File: src/sv/lfea_pkg.sv
package lfea_pkg;

    typedef enum logic [1:0] {
        CMD_WRITE  = 2'd0,
        CMD_DELETE = 2'd1,
        CMD_READ   = 2'd2
    } t_cmd;

    typedef enum logic [1:0] {
        STS_OK        = 2'd0,
        STS_NOT_OWNED = 2'd1,
        STS_FULL      = 2'd2
    } t_status;

    typedef enum logic [1:0] {
        KIND_EMPTY = 2'd0,
        KIND_FREE  = 2'd1,
        KIND_USED  = 2'd2
    } t_kind;

    typedef enum logic [1:0] {
        SCAN_LOW  = 2'd0,
        SCAN_DEL  = 2'd1,
        SCAN_READ = 2'd2
    } t_scan_op;

    typedef enum logic [2:0] {
        S_CLEAR,
        S_IDLE,
        S_START,
        S_SCAN,
        S_DRAIN,
        S_DECIDE,
        S_SPLIT,
        S_DONE
    } t_state;

    typedef struct packed {
        t_cmd        cmd;
        logic [31:0] file_id;
        logic [15:0] length;
        logic [31:0] sector;
    } t_in_item;

    typedef struct packed {
        t_status     status;
        logic [31:0] owner;
    } t_out_item;

    // controller -> datapath
    typedef struct packed {
        logic     load;
        logic     clr_run;
        logic     scan_start;
        logic     scan_run;
        t_scan_op op;
        logic     adv;
        logic     exec_init;
        logic     wr_tail;
        logic     wr_split_a;
        logic     wr_split_b;
        logic     wr_whole;
        logic     out_load;
        t_status  out_status;
        logic     out_hit;
    } t_dp_cmd;

    // datapath -> controller
    typedef struct packed {
        logic clr_last;
        logic scan_last;
        logic best_vld;
        logic size_gt;
        logic size_eq;
        logic tail_ovf;
        logic empty_vld;
        logic hit_vld;
        logic len_zero;
        t_cmd item_cmd;
        logic out_busy;
    } t_dp_sts;

endpackage

File: src/sv/lfea_ctrl.sv
module lfea_ctrl import lfea_pkg::*; (
    input  logic    i_clk,
    input  logic    i_rst_n,
    input  logic    i_in_valid,
    output logic    o_in_ready,
    input  t_dp_sts i_sts,
    output t_dp_cmd o_cmd
);

    t_state  r_state, n_state;
    logic    r_exec, n_exec;
    t_status r_res, n_res;
    logic    r_res_hit, n_res_hit;

    always_ff @(posedge i_clk) begin
        if (!i_rst_n) begin
            r_state   <= S_CLEAR;
            r_exec    <= 1'b0;
            r_res     <= STS_OK;
            r_res_hit <= 1'b0;
        end else begin
            r_state   <= n_state;
            r_exec    <= n_exec;
            r_res     <= n_res;
            r_res_hit <= n_res_hit;
        end
    end

    always_comb begin
        n_state    = r_state;
        n_exec     = r_exec;
        n_res      = r_res;
        n_res_hit  = r_res_hit;
        o_in_ready = 1'b0;
        o_cmd      = '0;
        o_cmd.op   = SCAN_LOW;
        case (r_state)
            S_CLEAR: begin
                o_cmd.clr_run = 1'b1;
                if (i_sts.clr_last) n_state = S_IDLE;
            end
            S_IDLE: begin
                o_in_ready = 1'b1;
                if (i_in_valid) begin
                    o_cmd.load = 1'b1;
                    n_state    = S_START;
                end
            end
            S_START: begin
                n_res     = STS_OK;
                n_res_hit = 1'b0;
                n_exec    = 1'b0;
                case (i_sts.item_cmd)
                    CMD_WRITE: begin
                        if (i_sts.len_zero) begin
                            n_state = S_DONE;
                        end else begin
                            o_cmd.scan_start = 1'b1;
                            o_cmd.op         = SCAN_LOW;
                            n_state          = S_SCAN;
                        end
                    end
                    CMD_DELETE: begin
                        o_cmd.scan_start = 1'b1;
                        o_cmd.op         = SCAN_DEL;
                        n_state          = S_SCAN;
                    end
                    CMD_READ: begin
                        o_cmd.scan_start = 1'b1;
                        o_cmd.op         = SCAN_READ;
                        n_state          = S_SCAN;
                    end
                    default: n_state = S_DONE;
                endcase
            end
            S_SCAN: begin
                o_cmd.scan_run = 1'b1;
                if (i_sts.scan_last) n_state = S_DRAIN;
            end
            S_DRAIN: n_state = S_DECIDE;
            S_DECIDE: begin
                case (i_sts.item_cmd)
                    CMD_READ: begin
                        n_res     = i_sts.hit_vld ? STS_OK : STS_NOT_OWNED;
                        n_res_hit = i_sts.hit_vld;
                        n_state   = S_DONE;
                    end
                    CMD_WRITE: begin
                        if (!r_exec) begin
                            // feasibility walk, nothing written yet
                            if (!i_sts.best_vld) begin
                                if (i_sts.tail_ovf || !i_sts.empty_vld) begin
                                    n_res   = STS_FULL;
                                    n_state = S_DONE;
                                end else begin
                                    n_exec          = 1'b1;
                                    o_cmd.exec_init = 1'b1;
                                end
                            end else if (i_sts.size_gt || i_sts.size_eq) begin
                                if (i_sts.size_gt && !i_sts.empty_vld) begin
                                    n_res   = STS_FULL;
                                    n_state = S_DONE;
                                end else begin
                                    n_exec          = 1'b1;
                                    o_cmd.exec_init = 1'b1;
                                end
                            end else begin
                                o_cmd.adv = 1'b1;
                            end
                            if (n_state == S_DECIDE) begin
                                o_cmd.scan_start = 1'b1;
                                o_cmd.op         = SCAN_LOW;
                                n_state          = S_SCAN;
                            end
                        end else begin
                            if (!i_sts.best_vld) begin
                                o_cmd.wr_tail = 1'b1;
                                n_state       = S_DONE;
                            end else if (i_sts.size_gt) begin
                                o_cmd.wr_split_a = 1'b1;
                                n_state          = S_SPLIT;
                            end else begin
                                o_cmd.wr_whole = 1'b1;
                                if (i_sts.size_eq) begin
                                    n_state = S_DONE;
                                end else begin
                                    o_cmd.adv        = 1'b1;
                                    o_cmd.scan_start = 1'b1;
                                    o_cmd.op         = SCAN_LOW;
                                    n_state          = S_SCAN;
                                end
                            end
                        end
                    end
                    default: n_state = S_DONE;
                endcase
            end
            S_SPLIT: begin
                o_cmd.wr_split_b = 1'b1;
                n_state          = S_DONE;
            end
            S_DONE: begin
                if (!i_sts.out_busy) begin
                    o_cmd.out_load   = 1'b1;
                    o_cmd.out_status = r_res;
                    o_cmd.out_hit    = r_res_hit;
                    n_state          = S_IDLE;
                end
            end
            default: n_state = S_IDLE;
        endcase
    end

endmodule

File: config.mk
export PLATFORM = sky130hd
export DESIGN_NAME = lfea_ctrl
export DESIGN_NICKNAME = d
export VERILOG_FILES = /design/src/sv/lfea_pkg.sv /design/src/sv/lfea_ctrl.sv
export SDC_FILE = /design/constraint.sdc
export NUM_CORES = 1
export LEC_CHECK = 0
export ABC_AREA = 0
export BUFFER_PORTS_ARGS = -buffer_cell sky130_fd_sc_hd__buf_4
export CORE_MARGIN = 3
export CORE_UTILIZATION = 35
export CTS_CLUSTER_DIAMETER = 150
export DETAILED_ROUTE_END_ITERATION = 16
export PLACE_DENSITY_LB_ADDON = 0.08
export SYNTH_ARGS = -nofsm -noshare
export SYNTH_HDL_FRONTEND = slang
export SYNTH_SLANG_ARGS = --single-unit
File: constraint.sdc
create_clock -name i_clk -period 2.1 [get_ports i_clk]
set_input_delay 0.105 -clock i_clk [delete_from_list [all_inputs] [get_ports i_clk]]
set_output_delay 0.105 -clock i_clk [all_outputs]
set_load 0.03 [all_outputs]
Word-level counts from Yosys, hierarchy flattened
Index checks and enable logic that the tools add are counted.
Word-level totals
  register bits after elaboration: 7
  bits in latches: 0
  RAM bits: 0
  memory bits (read-only): 0
  bits of input ports: 15
  output and inout bits: 17
  memories: 0
Operators by class
  $add $sub $neg: 0
  $mul: 0
  div/mod/pow operators: 0
  magnitude comparators: 0
  eq/ne operators: 21
  shift operators: 0
  muxes and demuxes: 74
  bitwise logic cells: 0
  reduce and logical (&&, ||, !) cells: 12
Operators by type and width (count)
  3-bit two-way mux: 18
  1-bit two-way mux: 36
  3-bit case mux with 8 select lines: 1
  4-bit two-way mux: 4
  2-bit case mux with 2 select lines: 4
  3-bit equality test (second input constant): 5
  2-bit two-way mux: 6
  4-bit inequality test (second input constant): 3
  2-bit inequality test (second input constant): 4
  1-bit case mux with 2 select lines: 4
  3-bit by 2-bit equality test with 1-bit output (second input constant): 2
  3-bit case mux with 2 select lines: 1
  6-bit AND reduction: 1
  2-bit by 1-bit inequality test with 1-bit output (second input constant): 2
  2-bit AND reduction: 2
  4-bit AND reduction: 1
  3-bit by 1-bit equality test with 1-bit output (second input constant): 1
  3-bit zero test: 1
  3-bit by 1-bit inequality test with 1-bit output (second input constant): 1
  3-bit inequality test (second input constant): 1
  2-bit by 1-bit equality test with 1-bit output (second input constant): 1
  2-bit equality test (second input constant): 1
  2-bit zero test: 1
  1-bit logical OR: 2
  4 further kinds: 4

Logic depth before layout (Yosys ltp)
  depth after elaboration: 13
  depth in mapped cells: 7
  gate-level depth less buffers: 6

Worst setup path before layout
No wires, ideal clock.
  path kind: register to output
  from: reg r_state[0]
  to: out o_cmd[15] in the netlist's numbering
  data arrival time: 1699 ps
  required time: 1995 ps
  path slack: 296 ps
  cell stages (with the launch flop): 5
  path through: dfxtp_1 > buf_2 > inv_1 > nor3_1 > and2_1
RTL lines
  start: declaration: RTL line lfea_ctrl.sv:10  | t_state r_state, n_state;
  start signal: assignment: RTL line lfea_ctrl.sv:22  | r_state <= n_state;
  end: declaration: RTL line lfea_ctrl.sv:7  | output t_dp_cmd o_cmd

==> run metrics <==
Mapped Area=729 µm²; Antenna diodes=0; Root Driver=clkbuf_4; Crit Path Max Fanout=12; largest net degree at the start of global routing=17; RSZ-0062 raised after global routing=false; Inserted Clock Buffers=3; vias per std cell=5.22; # fillers=199; skew final=4.11 ps; clk_lat worst skew=250 ps; Die Ht=51.7 µm; DR iter-0 viols=23; core box area=1840 µm²; clock-pin slew on the worst setup and hold paths=60 ps; Pwr Density=411 nW/µm²; worst hold path class=input pin to flop; Post-DP HPWL=1460 µm; Final min period=1880 ps; DRT Wirelength=1860 µm; initial antenna violation count=0; Internal=0.272 mW; Final Hold Vio Count=0; register bit total from synthesis=7; Slew headroom=0.756; Post-Synthesis Cells=99; Hold-fix buffers, CTS=0; FMAX=532 MHz; # resized after CTS=0; Req. time, crit path=2000 ps; H-tree depth=1; commonest non-fill, non-tap cell in the layout=buf_4; first-pass GRT wire length=3060 µm; # DRC=0; CP startpoint kind=flop; Synthesis Warnings=0; Slew Limit Fails=0; DP Worst Slack=428 ps; DR vias=799; CP Data Arrival Time=1780 ps; CTS tree=built; Area growth, synth to finish=35.3%; syn avg cell area=7.37 µm²; Die Area=2670 µm²; share of layout cells above drive strength 1=0.328; GP Congestion=0.810; Pleak=0.477 nW; grt ovf=0; Tcrit/Tclk final=0.895; clock buffer depth=2; register share of total power=0.371; Chip Width=51.7 µm; I/O pins=32; PortBufs=31; critical path type=flop to primary output; Logic pwr share=0.318; Sw Ratio=0.329; initial core utilization=0.397; post-synthesis sequential area ratio=0.192; Total GRT Usage=0.151; Yosys cell types=37; maxcap violations=0; CP endpoint kind=primary output; number of cell rows=15; Setup Viol. Count Final=0; TritonRoute pass-1 iters=4; Sw Pwr=0.134 mW; worst slew pin tran=357 ps; total negative setup slack=0 ps; Syn Nets=119; commonest non-fill, non-tap cells in the layout=buf_4, nand2_1, nor2_1; status=finished, final reports clean; clock share of power=0.311; Setup Fix Bufs, Post-CTS=0; Detail Route Antenna Nets=0; layout net count=149; Clock Sinks=7; worst ir drop on vdd=0.000338 V; vias in the first global route=689; WL/cell=12.2 µm; final worst-path setup slack=220 ps
final cells by class:
class	instances	area, µm²	area share
repair buffers	31	233	0.236
well taps	25	31.3	0.0317
multi-input cells	81	534	0.541
clock buffers	4	26.3	0.0266
inverters	5	21.3	0.0215
flip-flops and latches	7	141	0.143
worst paths after layout:
check,from,to,slack [ps],cells past startpoint
max,r_state[0],o_cmd[4],220,5
min,i_sts[11],r_state[0],100,2
max reg2reg,r_state[0],r_res[1],590,4
min reg2reg,r_res_hit,r_res_hit,480,2
critical path: stages (launching register included):
cell	delay, ps
dfxtp_1	520
and3b_1	340
and2_1	210
nand2_1	110
nor3b_2	170
buf_4	180
synthesized netlist by cell type:
cell       count  share of area
nand2_1       10          0.051
nand2b_1       1         0.0086
mux2_2         2          0.031
nand4_1        1         0.0086
o22ai_1        1         0.0086
mux2i_1        1          0.014
ha_1           5          0.086
a211o_1        2          0.024
o21ai_1        1         0.0069
o211ai_1       1          0.010
o211a_1        3          0.041
nor3b_2        1          0.017
inv_1          4          0.021
o221a_1        1          0.015
dfxtp_1        7           0.19
nor2_1        10          0.051
o221ai_1       1          0.012
a21boi_0       1          0.010
and3b_1        1          0.012
o2bb2ai_1      1          0.012
o21ai_0        6          0.041
nand3_1        3          0.021
a2111oi_0      1          0.012
a21oi_1        4          0.027
clkbuf_1       2          0.010
buf_6          1          0.015
or2_1          1         0.0086
and2_4         1          0.012
buf_2          3          0.021
or3_4          1          0.015
nor3_1         3          0.021
and2_1         7          0.060
a21boi_1       1          0.010
inv_4          1         0.0086
o311a_1        1          0.014
and3_2         1          0.010
nor2b_1        7          0.060
logic make-up (layout without fill, tap and decap cells):
group,count (synthesis),in the layout,synth area share
AO/OA/AOI/OAI,25,25,0.245
adder cells (fa/ha/maj),5,5,0.0858
buffers and inverters,11,40,0.0755
flip-flops,7,7,0.192
multiplexers,3,3,0.0446
AND/OR/NAND/NOR,48,48,0.357
state kept, by name, indices dropped and copies added, names as in the netlist:
name and count:
r_exec 1, r_res 2, r_res_hit 1, r_state 3
stage by stage:
stage	cells	util	hold slack, ps	instance area, µm²	total power [mW]
2_1_floorplan	99	-	233	729	0.234
3_3_place_gp	149	0.522	364	960	0.282
3_5_place_dp	149	0.522	367	960	0.283
4_1_cts	153	0.536	96.9	986	0.413
5_1_grt	153	0.537	105	987	0.434
6_report	153	0.537	101	987	0.406
routing by layer:
metal	part of all wire	vias up	track usage
met3	0.056	4	0.0258
met5	0	-	0
li1	-	406	-
met1	0.47	361	0.212
met2	0.46	28	0.225
met4	0.011	0	0.0655
power by group through the flow:
stage	combinational, mW	sequential [mW]	clock (mW)
floorplan	0.0908	0.143	0
global placement	0.128	0.153	0
detailed placement	0.130	0.153	0
CTS	0.130	0.150	0.133
global route	0.143	0.152	0.138
finish	0.129	0.150	0.126
Power figures use the tool's default switching activity.
